<file path="config.mk">
export PLATFORM = sky130hd
export DESIGN_NAME = noc_synthetic_traffic_generator_top
export DESIGN_NICKNAME = d
export VERILOG_FILES = /design/src/rtl/core/ntg_pkg.sv /design/src/rtl/core/ntg_dest_sel.sv /design/src/rtl/core/ntg_ctrl.sv /design/src/rtl/core/noc_synthetic_traffic_generator_top.sv
export SDC_FILE = /design/constraint.sdc
export NUM_CORES = 1
export LEC_CHECK = 0
export ABC_AREA = 1
export BUFFER_PORTS_ARGS = -buffer_cell sky130_fd_sc_hd__buf_4
export CAP_MARGIN = 20
export CORE_ASPECT_RATIO = 1.1
export CORE_MARGIN = 2
export CORE_UTILIZATION = 30
export CTS_CLUSTER_SIZE = 24
export DETAILED_ROUTE_END_ITERATION = 10
export GPL_TIMING_DRIVEN = 0
export HOLD_SLACK_MARGIN = 0.08
export PLACE_DENSITY_LB_ADDON = 0.3
export SYNTH_ARGS = -nofsm -noshare
export SYNTH_HDL_FRONTEND = slang
export SYNTH_SLANG_ARGS = --single-unit
</file>
<file path="constraint.sdc">
create_clock -name aclk -period 4.08 [get_ports aclk]
set_input_delay 0.612 -clock aclk [delete_from_list [all_inputs] [get_ports aclk]]
set_output_delay 0.612 -clock aclk [all_outputs]
set_load 0.02 [all_outputs]
</file>
<file path="src/rtl/core/ntg_pkg.sv">
// Shared types and constants for the synthetic traffic generator.
package ntg_pkg;

    localparam int CFG_DATA_W = 32;
    localparam int CFG_IDX_W  = 3;
    localparam int NODE_ID_W  = 6;
    localparam int ADDR_W     = 12;
    localparam int STALL_W    = 16;
    localparam int COUNT_W    = 32;
    localparam int S_TDATA_W  = 32;
    localparam int M_TDATA_W  = 24;

    typedef enum logic [CFG_IDX_W-1:0] {
        CFG_NODE_ID        = 3'd0,
        CFG_PATTERN        = 3'd1,
        CFG_FIXED_DEST     = 3'd2,
        CFG_ONLY_SENDER    = 3'd3,
        CFG_MAX_PACKETS    = 3'd4,
        CFG_INJ_THRESHOLD  = 3'd5,
        CFG_VNET_CHOICE    = 3'd6,
        CFG_STALL_LIMIT    = 3'd7
    } cfg_idx_t;

    typedef enum logic [2:0] {
        PAT_UNIFORM    = 3'd0,
        PAT_COMPLEMENT = 3'd1,
        PAT_REVERSE    = 3'd2,
        PAT_ROTATION   = 3'd3,
        PAT_NEIGHBOR   = 3'd4,
        PAT_SHUFFLE    = 3'd5,
        PAT_TRANSPOSE  = 3'd6,
        PAT_TORNADO    = 3'd7
    } pattern_t;

    localparam logic [1:0] VNET_WRITE  = 2'd2;
    localparam logic [1:0] VNET_RANDOM = 2'd3;

    typedef struct packed {
        logic [NODE_ID_W-1:0] node_id;
        pattern_t             pattern;
        logic signed [6:0]    fixed_dest;
        logic signed [6:0]    only_sender;
        logic signed [31:0]   max_packets;
        logic [16:0]          inj_threshold;
        logic [1:0]           vnet_choice;
        logic [STALL_W-1:0]   stall_limit;
    } cfg_t;

    typedef struct packed {
        logic        retry_pending;
        logic        response_seen;
        logic [1:0]  rand_vnet;
        logic [5:0]  rand_dest;
        logic [15:0] rand_inject;
    } in_item_t;

    typedef struct packed {
        logic send;
        logic deadlock;
    } ctrl_flags_t;

endpackage

</file>
<file path="src/rtl/core/ntg_dest_sel.sv">
// Destination selection by fixed destination or spatial traffic pattern.
module ntg_dest_sel #(
    parameter int RADIX_LOG2 = 3,
    parameter int DEST_W     = 6
) (
    input  logic [ntg_pkg::NODE_ID_W-1:0] node_id,
    input  ntg_pkg::pattern_t             pattern,
    input  logic signed [6:0]             fixed_dest,
    input  logic [5:0]                    rand_dest,
    output logic [DEST_W-1:0]             dest
);

    localparam int NODE_W = 2 * RADIX_LOG2;
    localparam int RADIX  = 1 << RADIX_LOG2;
    localparam logic [RADIX_LOG2-1:0] TORNADO_STEP = RADIX_LOG2'(RADIX / 2 - 1);

    logic [DEST_W-1:0]     node_ext;
    logic [DEST_W-1:0]     rand_ext;
    logic [NODE_W-1:0]     src;
    logic [NODE_W-1:0]     rev;
    logic [NODE_W-1:0]     pat_dest;
    logic [RADIX_LOG2-1:0] x;
    logic [RADIX_LOG2-1:0] y;

    assign node_ext = DEST_W'(node_id);
    assign rand_ext = DEST_W'(rand_dest);
    assign src      = node_ext[NODE_W-1:0];
    assign x        = src[RADIX_LOG2-1:0];
    assign y        = src[NODE_W-1:RADIX_LOG2];

    always_comb begin
        for (int i = 0; i < NODE_W; i++) begin
            rev[NODE_W-1-i] = src[i];
        end
    end

    always_comb begin
        case (pattern)
            ntg_pkg::PAT_UNIFORM:    pat_dest = rand_ext[NODE_W-1:0];
            ntg_pkg::PAT_COMPLEMENT: pat_dest = ~src;
            ntg_pkg::PAT_REVERSE:    pat_dest = rev;
            ntg_pkg::PAT_ROTATION:   pat_dest = {src[0], src[NODE_W-1:1]};
            ntg_pkg::PAT_NEIGHBOR:   pat_dest = {y, x + RADIX_LOG2'(1)};
            ntg_pkg::PAT_SHUFFLE:    pat_dest = {src[NODE_W-2:0], src[NODE_W-1]};
            ntg_pkg::PAT_TRANSPOSE:  pat_dest = {x, y};
            default:                 pat_dest = {y, x + TORNADO_STEP};
        endcase
    end

    assign dest = fixed_dest[6] ? DEST_W'(pat_dest) : DEST_W'(fixed_dest[5:0]);

endmodule

</file>
<file path="src/rtl/core/ntg_ctrl.sv">
// Injection decision, packet cap, sender gate and stall/deadlock tracking.
module ntg_ctrl (
    input  logic                  aclk,
    input  logic                  aresetn,
    input  ntg_pkg::cfg_t         cfg,
    input  ntg_pkg::in_item_t     item,
    input  logic                  advance,
    output ntg_pkg::ctrl_flags_t  flags
);

    logic [ntg_pkg::COUNT_W-1:0] sent_count_reg;
    logic [ntg_pkg::COUNT_W-1:0] sent_count_next;
    logic [ntg_pkg::STALL_W-1:0] stall_reg;
    logic [ntg_pkg::STALL_W-1:0] stall_next;
    logic [ntg_pkg::STALL_W-1:0] stall_base;
    logic                        rate_ok;
    logic                        cap_hit;
    logic                        gate_block;

    always_comb begin
        stall_base = item.response_seen ? '0 : stall_reg;
        stall_next = stall_base;
        if (item.retry_pending && (stall_base != {ntg_pkg::STALL_W{1'b1}})) begin
            stall_next = stall_base + ntg_pkg::STALL_W'(1);
        end
    end

    assign rate_ok    = {1'b0, item.rand_inject} < cfg.inj_threshold;
    assign cap_hit    = !cfg.max_packets[31] &&
                        (sent_count_reg >= ntg_pkg::COUNT_W'(cfg.max_packets));
    assign gate_block = !cfg.only_sender[6] &&
                        (cfg.node_id != cfg.only_sender[5:0]);

    assign flags.send     = rate_ok && !cap_hit && !gate_block;
    assign flags.deadlock = item.retry_pending && (stall_next >= cfg.stall_limit);

    always_comb begin
        sent_count_next = sent_count_reg;
        if (flags.send && (sent_count_reg != {ntg_pkg::COUNT_W{1'b1}})) begin
            sent_count_next = sent_count_reg + ntg_pkg::COUNT_W'(1);
        end
    end

    always_ff @(posedge aclk) begin
        if (!aresetn) begin
            sent_count_reg <= '0;
            stall_reg      <= '0;
        end else if (advance) begin
            sent_count_reg <= sent_count_next;
            stall_reg      <= stall_next;
        end
    end

endmodule

</file>
<file path="src/rtl/core/noc_synthetic_traffic_generator_top.sv">
// Top level of the mesh-node synthetic traffic generator.
// Each accepted transaction is one network clock tick for this node and yields exactly one
// result transaction. The block takes one transaction per cycle unless m_tready stalls it;
// the result passes through the input register, then the result register, with the
// injection decision, destination pattern and stall counter all resolved in the single
// logic level between them. Backpressure on m_tready holds both registers; a new transaction
// is still taken while a result waits, as long as the input register is free. Write
// configuration only while no transaction is in flight. Unsent ticks report zero
// destination, vnet and address; deadlock is a level flag and never stops injection.
module noc_synthetic_traffic_generator_top #(
    parameter int RADIX_LOG2 = 3,
    parameter int ADDR_SHIFT = 6
) (
    input  logic                             aclk,
    input  logic                             aresetn,
    input  logic                             cfg_we,
    input  logic [ntg_pkg::CFG_IDX_W-1:0]    cfg_index,
    input  logic [ntg_pkg::CFG_DATA_W-1:0]   cfg_wdata,
    input  logic                             s_tvalid,
    output logic                             s_tready,
    // rand_inject[15:0], rand_dest[21:16], rand_vnet[23:22], response_seen[24],
    // retry_pending[25], zero[31:26]
    input  logic [ntg_pkg::S_TDATA_W-1:0]    s_tdata,
    output logic                             m_tvalid,
    input  logic                             m_tready,
    // send[0], dest_node[6:1], vnet[8:7], packet_addr[20:9], deadlock[21], zero[23:22]
    output logic [ntg_pkg::M_TDATA_W-1:0]    m_tdata
);

    localparam int NODE_W = 2 * RADIX_LOG2;
    localparam int DEST_W = (NODE_W > 6) ? NODE_W : 6;
    localparam int SHIFT_W = DEST_W + ntg_pkg::ADDR_W;

    ntg_pkg::cfg_t          cfg_reg;
    ntg_pkg::in_item_t      item_reg;
    logic                   item_valid_reg;
    logic                   m_valid_reg;
    logic [ntg_pkg::M_TDATA_W-1:0] m_data_reg;
    logic [ntg_pkg::M_TDATA_W-1:0] m_data_next;

    ntg_pkg::ctrl_flags_t   flags;
    logic [DEST_W-1:0]      dest;
    logic [SHIFT_W-1:0]     addr_wide;
    logic [1:0]             vnet_sel;
    logic                   out_free;
    logic                   advance;
    logic                   s_fire;

    always_ff @(posedge aclk) begin
        if (!aresetn) begin
            cfg_reg.node_id        <= '0;
            cfg_reg.pattern        <= ntg_pkg::PAT_UNIFORM;
            cfg_reg.fixed_dest     <= '1;
            cfg_reg.only_sender    <= '1;
            cfg_reg.max_packets    <= '1;
            cfg_reg.inj_threshold  <= 17'd6554;
            cfg_reg.vnet_choice    <= ntg_pkg::VNET_RANDOM;
            cfg_reg.stall_limit    <= 16'd5000;
        end else if (cfg_we) begin
            unique case (ntg_pkg::cfg_idx_t'(cfg_index))
                ntg_pkg::CFG_NODE_ID:        cfg_reg.node_id <= cfg_wdata[5:0];
                ntg_pkg::CFG_PATTERN:
                    cfg_reg.pattern <= ntg_pkg::pattern_t'(cfg_wdata[2:0]);
                ntg_pkg::CFG_FIXED_DEST:     cfg_reg.fixed_dest <= cfg_wdata[6:0];
                ntg_pkg::CFG_ONLY_SENDER:    cfg_reg.only_sender <= cfg_wdata[6:0];
                ntg_pkg::CFG_MAX_PACKETS:    cfg_reg.max_packets <= cfg_wdata;
                ntg_pkg::CFG_INJ_THRESHOLD:  cfg_reg.inj_threshold <= cfg_wdata[16:0];
                ntg_pkg::CFG_VNET_CHOICE:    cfg_reg.vnet_choice <= cfg_wdata[1:0];
                ntg_pkg::CFG_STALL_LIMIT:    cfg_reg.stall_limit <= cfg_wdata[15:0];
            endcase
        end
    end

    assign out_free = !m_valid_reg || m_tready;
    assign advance  = item_valid_reg && out_free;
    assign s_tready = !item_valid_reg || out_free;
    assign s_fire   = s_tvalid && s_tready;

    always_ff @(posedge aclk) begin
        if (!aresetn) begin
            item_valid_reg <= 1'b0;
        end else if (s_tready) begin
            item_valid_reg <= s_tvalid;
        end
    end

    always_ff @(posedge aclk) begin
        if (s_fire) begin
            item_reg <= ntg_pkg::in_item_t'(s_tdata[$bits(ntg_pkg::in_item_t)-1:0]);
        end
    end

    ntg_dest_sel #(
        .RADIX_LOG2 (RADIX_LOG2),
        .DEST_W     (DEST_W)
    ) u_dest_sel (
        .node_id    (cfg_reg.node_id),
        .pattern    (cfg_reg.pattern),
        .fixed_dest (cfg_reg.fixed_dest),
        .rand_dest  (item_reg.rand_dest),
        .dest       (dest)
    );

    ntg_ctrl u_ctrl (
        .aclk    (aclk),
        .aresetn (aresetn),
        .cfg     (cfg_reg),
        .item    (item_reg),
        .advance (advance),
        .flags   (flags)
    );

    assign addr_wide = SHIFT_W'(dest) << ADDR_SHIFT;

    always_comb begin
        if (cfg_reg.vnet_choice != ntg_pkg::VNET_RANDOM) begin
            vnet_sel = cfg_reg.vnet_choice;
        end else if (item_reg.rand_vnet == ntg_pkg::VNET_RANDOM) begin
            vnet_sel = ntg_pkg::VNET_WRITE;
        end else begin
            vnet_sel = item_reg.rand_vnet;
        end
    end

    always_comb begin
        m_data_next     = '0;
        m_data_next[0]  = flags.send;
        m_data_next[21] = flags.deadlock;
        if (flags.send) begin
            m_data_next[6:1]  = dest[5:0];
            m_data_next[8:7]  = vnet_sel;
            m_data_next[20:9] = addr_wide[ntg_pkg::ADDR_W-1:0];
        end
    end

    always_ff @(posedge aclk) begin
        if (!aresetn) begin
            m_valid_reg <= 1'b0;
        end else if (out_free) begin
            m_valid_reg <= item_valid_reg;
        end
    end

    always_ff @(posedge aclk) begin
        if (advance) begin
            m_data_reg <= m_data_next;
        end
    end

    assign m_tvalid = m_valid_reg;
    assign m_tdata  = m_data_reg;

    a_no_drop: assert property (@(posedge aclk) disable iff (!aresetn)
        item_valid_reg && !out_free |=> item_valid_reg)
        else $error("held transaction dropped from input register");

    a_ready_when_empty: assert property (@(posedge aclk) disable iff (!aresetn)
        !item_valid_reg |-> s_tready)
        else $error("input stalled while input register empty");

    a_idle_fields_zero: assert property (@(posedge aclk) disable iff (!aresetn)
        m_tvalid && !m_tdata[0] |-> (m_tdata[20:1] == '0))
        else $error("unsent tick carries destination fields");

    a_vnet_range: assert property (@(posedge aclk) disable iff (!aresetn)
        m_tvalid |-> (m_tdata[8:7] != ntg_pkg::VNET_RANDOM))
        else $error("virtual network out of range");

endmodule

</file>
; Word-level counts from Yosys, hierarchy flattened
; Index checks and enable logic that the tools add are counted.
; W data, S select, Z words.
[totals]
latch_bits = 0
ramBits = 0
romBits = 0
mem_count = 0
inputBits = 72
regBits = 188
[classes]
n_addsub = 4
n_reduce_logical = 28
eq_ne = 18
n_bitwise = 1
n_mux = 6
n_mul = 0
n_shift = 0
n_lt_le_gt_ge = 3
div = 0
[ops]
columns = op, n
row1 = $pmux W6 S7, 1
row2 = $add A32 B1 Y32 const B, 1
row3 = $ge A32 B32 Y1, 1
row4 = $mux W16, 2
row5 = $ne A32 B32 Y1 const B, 1
row6 = $eq A3 B3 Y1 const B, 7
row7 = $reduce_and A2 Y1, 9
row8 = $lt A16 B17 Y1, 1
row9 = $add A16 B1 Y16 const B, 1
row10 = $ge A16 B16 Y1, 1
row11 = $ne A16 B16 Y1 const B, 1
row12 = $eq A3 B2 Y1 const B, 4
row13 = $logic_and A1 B1 Y1, 9
row14 = $eq A3 B1 Y1 const B, 2
row15 = $logic_not A1 Y1, 6
row16 = $logic_not A3 Y1, 2
row17 = $mux W6, 1
row18 = $ne A6 B6 Y1, 1
row19 = $not A6 Y6, 1
row20 = $mux W2, 2
row21 = $add A3 B1 Y3 const B, 1
row22 = $add A3 B2 Y3 const B, 1
row23 = $eq A2 B2 Y1 const B, 1
row24 = $logic_or A1 B1 Y1, 2
row25 = $ne A2 B2 Y1 const B, 1

; Depth between registers and ports, before layout
; Gate-level depths: netlist (run 1).
[logic_depth]
word_depth = 7
ltp_mapped = 22
mapped_depth_nobuf = 22

; Modules after synthesis
; Synthesis (run 1) repeated with hierarchy kept, for this count alone.
[unflattened]
hier_cells = 1487
area_unflattened_um2 = 10317.4
[modules_own_cells]
columns = module, cells_per_inst, n_inst, area_per_inst_um2
row1 = ntg_ctrl, 838, 1, 5068.6
row2 = noc_synthetic_traffic_generator_top, 536, 1, 4669.5
row3 = ntg_dest_sel, 113, 1, 579.3

; Worst setup path before layout (run 1)
; No wires, ideal clock.
[synth_path]
path_type = register to register
start = register item_reg[24] in the netlist's numbering
end = register m_data_reg, in the netlist m_tdata[21], data pin
setup_ns = 0.250
required_time_ns = 3.830
t_arrival_ns = 2.760
path_stages_with_launch = 23
setup_slack_ns = 1.070
path_cell_list = edfxtp_1 > buf_6 > nor2_1 > ha_1 > inv_1 > nor3_1 > nand3_1 > nor3_4 > nand3_2 > nand2_4 > inv_2 > nand2_1 > xnor2_1 > inv_1 > ha_1 > nand2_1 > nor2_1 > a211oi_1 > o221ai_1 > nand2_1 > nand3_1 > nand2_1 > inv_1
[synth_lines]
columns = item, line_no
row1 = "start, declared", noc_synthetic_traffic_generator_top.sv:35  ; ntg_pkg::in_item_t item_reg;
row2 = "start signal, assigned", noc_synthetic_traffic_generator_top.sv:89  ; item_reg <= ntg_pkg::in_item_t'(s_tdata[$bits(ntg_pkg::in_item_t)-1:0]);
row3 = "end signal, assigned", noc_synthetic_traffic_generator_top.sv:146  ; m_data_reg <= m_data_next;
row4 = "end, declared", noc_synthetic_traffic_generator_top.sv:38  ; logic [ntg_pkg::M_TDATA_W-1:0] m_data_reg;

==> results.sh, run 1 <==
export IMPL_overflow=0
export IMPL_synth_most_common_cell="nand2_1"
export IMPL_grt_antenna_before_repair=0
export IMPL_crit_arrival_ps=3800
export IMPL_synth_cells=1322
export IMPL_place_congestion=0.864
export IMPL_slowest_delay_ps=470
export IMPL_fin_crit_ps=3590
export IMPL_antenna_left=0
export IMPL_status="finished, final reports clean"
export IMPL_cts_tree="done"
export IMPL_synthTopCellsByArea="dfxtp_1 28%, edfxtp_1 11%, nand2_1 10%"
export IMPL_num_antenna_cells=0
export IMPL_synth_edf_count=36
export IMPL_finalMaxSlewViolations=0
export IMPL_setup_viol_count_final=0
export IMPL_drt_iter0_drc=658
export IMPL_synth_common_cells="274 x nand2_1, 214 x inv_1, 140 x dfxtp_1, 137 x nor2_1, 81 x a21oi_1"
export IMPL_yosysTopAreaCell="dfxtp_1"
export IMPL_rows=69
export IMPL_core_area_um2=32500
export IMPL_path_clk_slew_ps=70
export IMPL_vias=8810
export IMPL_ys_flop_type="dfxtp_1"
export IMPL_final_nets=1569
export IMPL_synth_top_area_share=0.283
export IMPL_ys_warn_count=0
export IMPL_dieArea_um2=34500
export IMPL_ios=98
export IMPL_final_hold_violation_count=0
export IMPL_wl_per_cell_um=14.4
export IMPL_fp_dieH_um=195
export IMPL_final_period_utilization=0.880
export IMPL_rsz0062_at_grt="no"
export IMPL_worstPathRequired_ps=4280
export IMPL_routed_wl_mm=26.9
export IMPL_path_cells="buf_6 > nor2_1 > ha_1 > inv_1 > nor3_1 > nand3_1 > nor3_4 > nand3_2 > nand2_4 > inv_2 > nand2_1 > xnor2_1 > inv_1 > ha_1 > nand2_1 > nor2_1 > a211oi_1 > o221ai_1 > nand2_1 > nand3_1 > nand2_1 > inv_1"
export IMPL_drc_errors=0
export IMPL_nFillCells=3479
export IMPL_cts_buffers=17
export IMPL_crit_slowest_cell="edfxtp_1"
export IMPL_initial_core_util=0.305
export IMPL_synth_async_sr_flop_share=0
export IMPL_path_class="register to register"
export IMPL_cp_common_cell="nand2_1"
export IMPL_worst_pin_slew_ps=762
export IMPL_ctsRootBufferMaster="clkbuf_16"
export IMPL_largest_reg_flops=90
export IMPL_viasPerCell=4.71
export IMPL_finalPower_mw=3.93
export IMPL_ys_seq_area_frac=0.392
export IMPL_ir_worst_vdd_v=0.000269
export IMPL_die_w_um=177
export IMPL_grt_pass1_wl_mm=43.4
export IMPL_fmax_ghz=0.278
export IMPL_relSlewSlack=0.490
export IMPL_power_leakage_nw=5.42
export IMPL_grtUsageTotal=0.160
export IMPL_finalClockSkew_ps=12.2
export IMPL_worstPathMaxFanout=10
export IMPL_grt_max_degree=23
export IMPL_drtPass1Iterations=5
export IMPL_syn_area_um2=9910
export IMPL_cts_setup_buffers=0
export IMPL_cts_hold_buf=0
export IMPL_p_per_area_nw_per_um2=337
export IMPL_finalSetupTns_ps=0
export IMPL_area_delta_synth_final_pct=17.7
export IMPL_cts_resized=0
export IMPL_grt_pass1_vias=8445
export IMPL_clock_latency_ps=440
export IMPL_clockBufferDepth=2
export IMPL_drive_gt1_frac=0.123
export IMPL_synth_cell_type_count=46
export IMPL_hpwl_mm=20.7
export IMPL_drv_cap=0
export IMPL_cts_sinks=176
export IMPL_hp_class="input pin to register"
export IMPL_htreeDepth=4
export IMPL_synth_area_per_cell_um2=7.50
export IMPL_port_buffers=81
export IMPL_cp_start_kind="register"
export IMPL_synth_seq_cells=176
export IMPL_end_kind="register"
export IMPL_holdWs_ps=343
-- power breakdown --
group / internal [mW] / switching (mW)
Combinational: 0.178 / 0.293
Sequential: 1.85 / 0.0342
Clock: 0.838 / 0.744
-- critical path: cells and delay by family, from the launching register on --
family          cells  cell delay [ps]
simple gates       12             1430
fa+ha+maj           2              480
flops               1              470
buf+inv             5              470
compound gates      2              350
xor+xnor            1              140
-- per-layer routing --
metal | up-vias | routed length [um] | share of wire | global-route usage
met1 | 4062 | 12300 | 0.46 | 0.206
met3 | 31 | 1250 | 0.046 | 0.0329
met2 | 203 | 12900 | 0.48 | 0.269
met5 | - | 0 | 0 | 0
met4 | 0 | 419 | 0.016 | 0.0455
li1 | 4514 | - | - | -
-- metrics by stage --
step	std cells	setup WS, ps	util	cell area [um2]
after detailed placement	1837	530	0.342	11100
after global routing	1869	29.4	0.359	11700
final	1869	488	0.359	11700
after floorplan	1329	1070	-	9940
after global placement	1836	603	0.341	11100
after CTS	1868	492	0.359	11600
-- cells in the final DEF (no fill, tap or decap), types with 7 or more instances in the layout --
master and count:
ha_1 65, buf_4 96, inv_1 214, buf_6 9, xnor2_1 7, a21oi_1 81
conb_1 8, nor3_1 20, nand2_1 274, o21ai_0 59, edfxtp_1 36, nand4_1 50
xor2_1 17, o211ai_1 45, nand3_1 38, nor2_1 137, clkbuf_16 18, dfxtp_1 140
clkbuf_1 34
-- cell families after synthesis --
| logic type | after synthesis | share of synthesized area |
|---|---|---|
| compound gates | 214 | 0.127 |
| xor+xnor | 24 | 0.0212 |
| fa+ha+maj | 66 | 0.0841 |
| buf+inv | 283 | 0.120 |
| flops | 176 | 0.392 |
| other cells | 1 | 0.000378 |
| simple gates | 558 | 0.255 |
-- final timing paths --
kind                 endpoint          from  depth (start not counted)  slack (ps)
setup / recovery  m_tdata[21]  item_reg[24]                         22         490
hold / removal    item_reg[3]    s_tdata[3]                          1         340
setup reg to reg  m_tdata[21]  item_reg[24]                         22         490
hold reg to reg   cfg_reg[74]   cfg_reg[74]                          2         460
-- cell type report --
class                           count  area [um2]  area share
Inverter                          222         835      0.0716
Clock inverter                     10        76.3     0.00655
Clock buffer                       21         472      0.0405
Buffer                             61         358      0.0307
Timing Repair Buffer               83         643      0.0552
Multi-Input combinational cell    870        4860       0.417
Tap cell                          426         533      0.0457
Sequential cell                   176        3880       0.333
No activity file was read; power rests on OpenSTA's default activity.
==> run 2: changes to the inputs <==
Settings changed: CORE_UTILIZATION 30 to 60.
==> run 2 against run 1 <==
Against the previous run: non-clock buffer count is 1 lower; largest cell class unchanged; sequential share of layout area grew 0.68 points; clock power increased by 6%; maximum frequency up 2.4%; utilization up 34 points; combinational power about the same; flip-flop and latch count is the same; cell count decreased by 12%; critical path type unchanged.
==> results.sh, run 2 (synthesis gave the netlist of run 1 again) <==
export IMPL_num_antenna_cells=0
export IMPL_grt_pass1_vias=8909
export IMPL_grtUsageTotal=0.296
export IMPL_grt_max_degree=23
export IMPL_worstPathMaxFanout=10
export IMPL_cts_sinks=176
export IMPL_worst_pin_slew_ps=1090
export IMPL_ctsRootBufferMaster="clkbuf_16"
export IMPL_fp_dieH_um=139
export IMPL_dieArea_um2=17600
export IMPL_clock_latency_ps=440
export IMPL_crit_arrival_ps=3710
export IMPL_cts_buffers=17
export IMPL_grt_pass1_wl_mm=41.8
export IMPL_mostFrequentLayoutCells="274 x nand2_1, 214 x inv_1, 140 x dfxtp_1"
export IMPL_worstPathRequired_ps=4280
export IMPL_ir_worst_vdd_v=0.000363
export IMPL_final_period_utilization=0.860
export IMPL_overflow=0
export IMPL_die_w_um=127
export IMPL_layout_setup_ws_ps=572
export IMPL_hp_start="s_tdata[20]"
export IMPL_r2r_start="item_reg[24]"
export IMPL_finalClockSkew_ps=11.7
export IMPL_final_hold_violation_count=0
export IMPL_rows=49
export IMPL_routed_wl_mm=25.8
export IMPL_rsz0062_at_grt="no"
export IMPL_fin_crit_ps=3510
export IMPL_setup_viol_count_final=0
export IMPL_cts_hold_buf=0
export IMPL_wl_per_cell_um=15.7
export IMPL_dp_slack_ps=586
export IMPL_clockBufferDepth=2
export IMPL_cts_resized=0
export IMPL_end_kind="register"
export IMPL_status="finished, final reports clean"
export IMPL_antenna_left=0
export IMPL_r2r_slack_ps=570
export IMPL_path_clk_slew_ps=70
export IMPL_vias=9061
export IMPL_path_class="register to register"
export IMPL_largest_reg_flops=90
export IMPL_cts_tree="done"
export IMPL_reg2reg_depth=20
export IMPL_htreeDepth=4
export IMPL_port_buffers=81
export IMPL_area_delta_synth_final_pct=15.3
export IMPL_final_nets=1568
export IMPL_drv_cap=0
export IMPL_relSlewSlack=0.271
export IMPL_nFillCells=1339
export IMPL_final_common_cell="nand2_1"
export IMPL_drive_gt1_frac=0.123
export IMPL_core_area_um2=16200
export IMPL_finalSetupTns_ps=0
export IMPL_cp_start_kind="register"
export IMPL_dpl_cell_area_um2=10800
export IMPL_reg2reg_to="m_tdata[21]"
export IMPL_fmax_ghz=0.285
export IMPL_hp_class="input pin to register"
export IMPL_regArea_um2=3880
export IMPL_viasPerCell=5.50
export IMPL_hpwl_mm=19.3
export IMPL_finalInstanceArea_um2=11400
export IMPL_holdWs_ps=343
export IMPL_multi_input_area_um2=4860
export IMPL_min_to="item_reg[20]"
export IMPL_power_leakage_nw=5.44
export IMPL_ios=98
export IMPL_finalMaxSlewViolations=0
export IMPL_holdPathStages=1
export IMPL_drt_iter0_drc=700
export IMPL_place_congestion=0.934
export IMPL_cts_setup_buffers=0
export IMPL_drtPass1Iterations=5
export IMPL_grt_antenna_before_repair=0
export IMPL_initial_core_util=0.610
export IMPL_p_per_area_nw_per_um2=353
export IMPL_final_util=0.703
export IMPL_drc_errors=0
[run 2: changes by cell type in the layout (fill, tap and decap cells not counted), sizes merged]
cell      delta
bufinv       +2
buf          -1
clkbuf       -1
inv          +1
clkinvlp     -1
[run 2: worst max-delay path, stage by stage (launching register included)]
cell and delay [ps]:
edfxtp_1 450, buf_6 190, nor2_1 180, ha_1 200, inv_1 60, nor3_1 120, nand3_1 140, nor3_4 200
nand3_2 140, nand2_4 130, inv_2 100, buf_6 150, o21ai_1 270, inv_1 80, ha_1 300, a21oi_1 130
o21ai_0 90, a21oi_1 130, nand3_1 90, nand2_1 60, inv_1 40
[run 2: worst max-delay path by stage]
stage	endpoint	depth (start not counted)	slack (ps)	from
5_1_grt	m_tdata[21]	22	250	item_reg[24]
3_5_place_dp	m_tdata[21]	22	590	item_reg[24]
4_1_cts	m_tdata[21]	22	570	item_reg[24]
6_report	m_tdata[21]	20	570	item_reg[24]
3_3_place_gp	m_tdata[21]	22	680	item_reg[24]
2_1_floorplan	m_tdata[21]	22	1070	item_reg[24]
[run 2: report_power, final]
part / internal, mW / leakage, nW / switching (mW)
combinational: 0.177 / 3.66 / 0.292
clock: 0.953 / 0.292 / 0.729
sequential: 1.85 / 1.49 / 0.0348
[run 2: stage by stage]
step	power, mW	cells
after floorplan	2.20	1329
after global placement	2.36	1614
after detailed placement	2.38	1615
after CTS	4.03	1647
after global routing	4.16	1647
final	4.03	1647
[run 2: final cells by class]
class | count | area share
Buffer | 61 | 0.0313
Clock buffer | 20 | 0.0401
Clock inverter | 12 | 0.0125
Inverter | 222 | 0.0730
Multi-Input combinational cell | 870 | 0.425
Sequential cell | 176 | 0.340
Tap cell | 204 | 0.0223
Timing Repair Buffer | 82 | 0.0556
[run 2: routing by layer]
metal	part of all wire	vias up	GRT usage	wire length [um]
met4	0.041	0	0.147	1050
met2	0.50	314	0.533	13000
li1	-	4520	-	-
met5	0	-	0	0
met1	0.40	4154	0.339	10200
met3	0.059	73	0.0428	1530
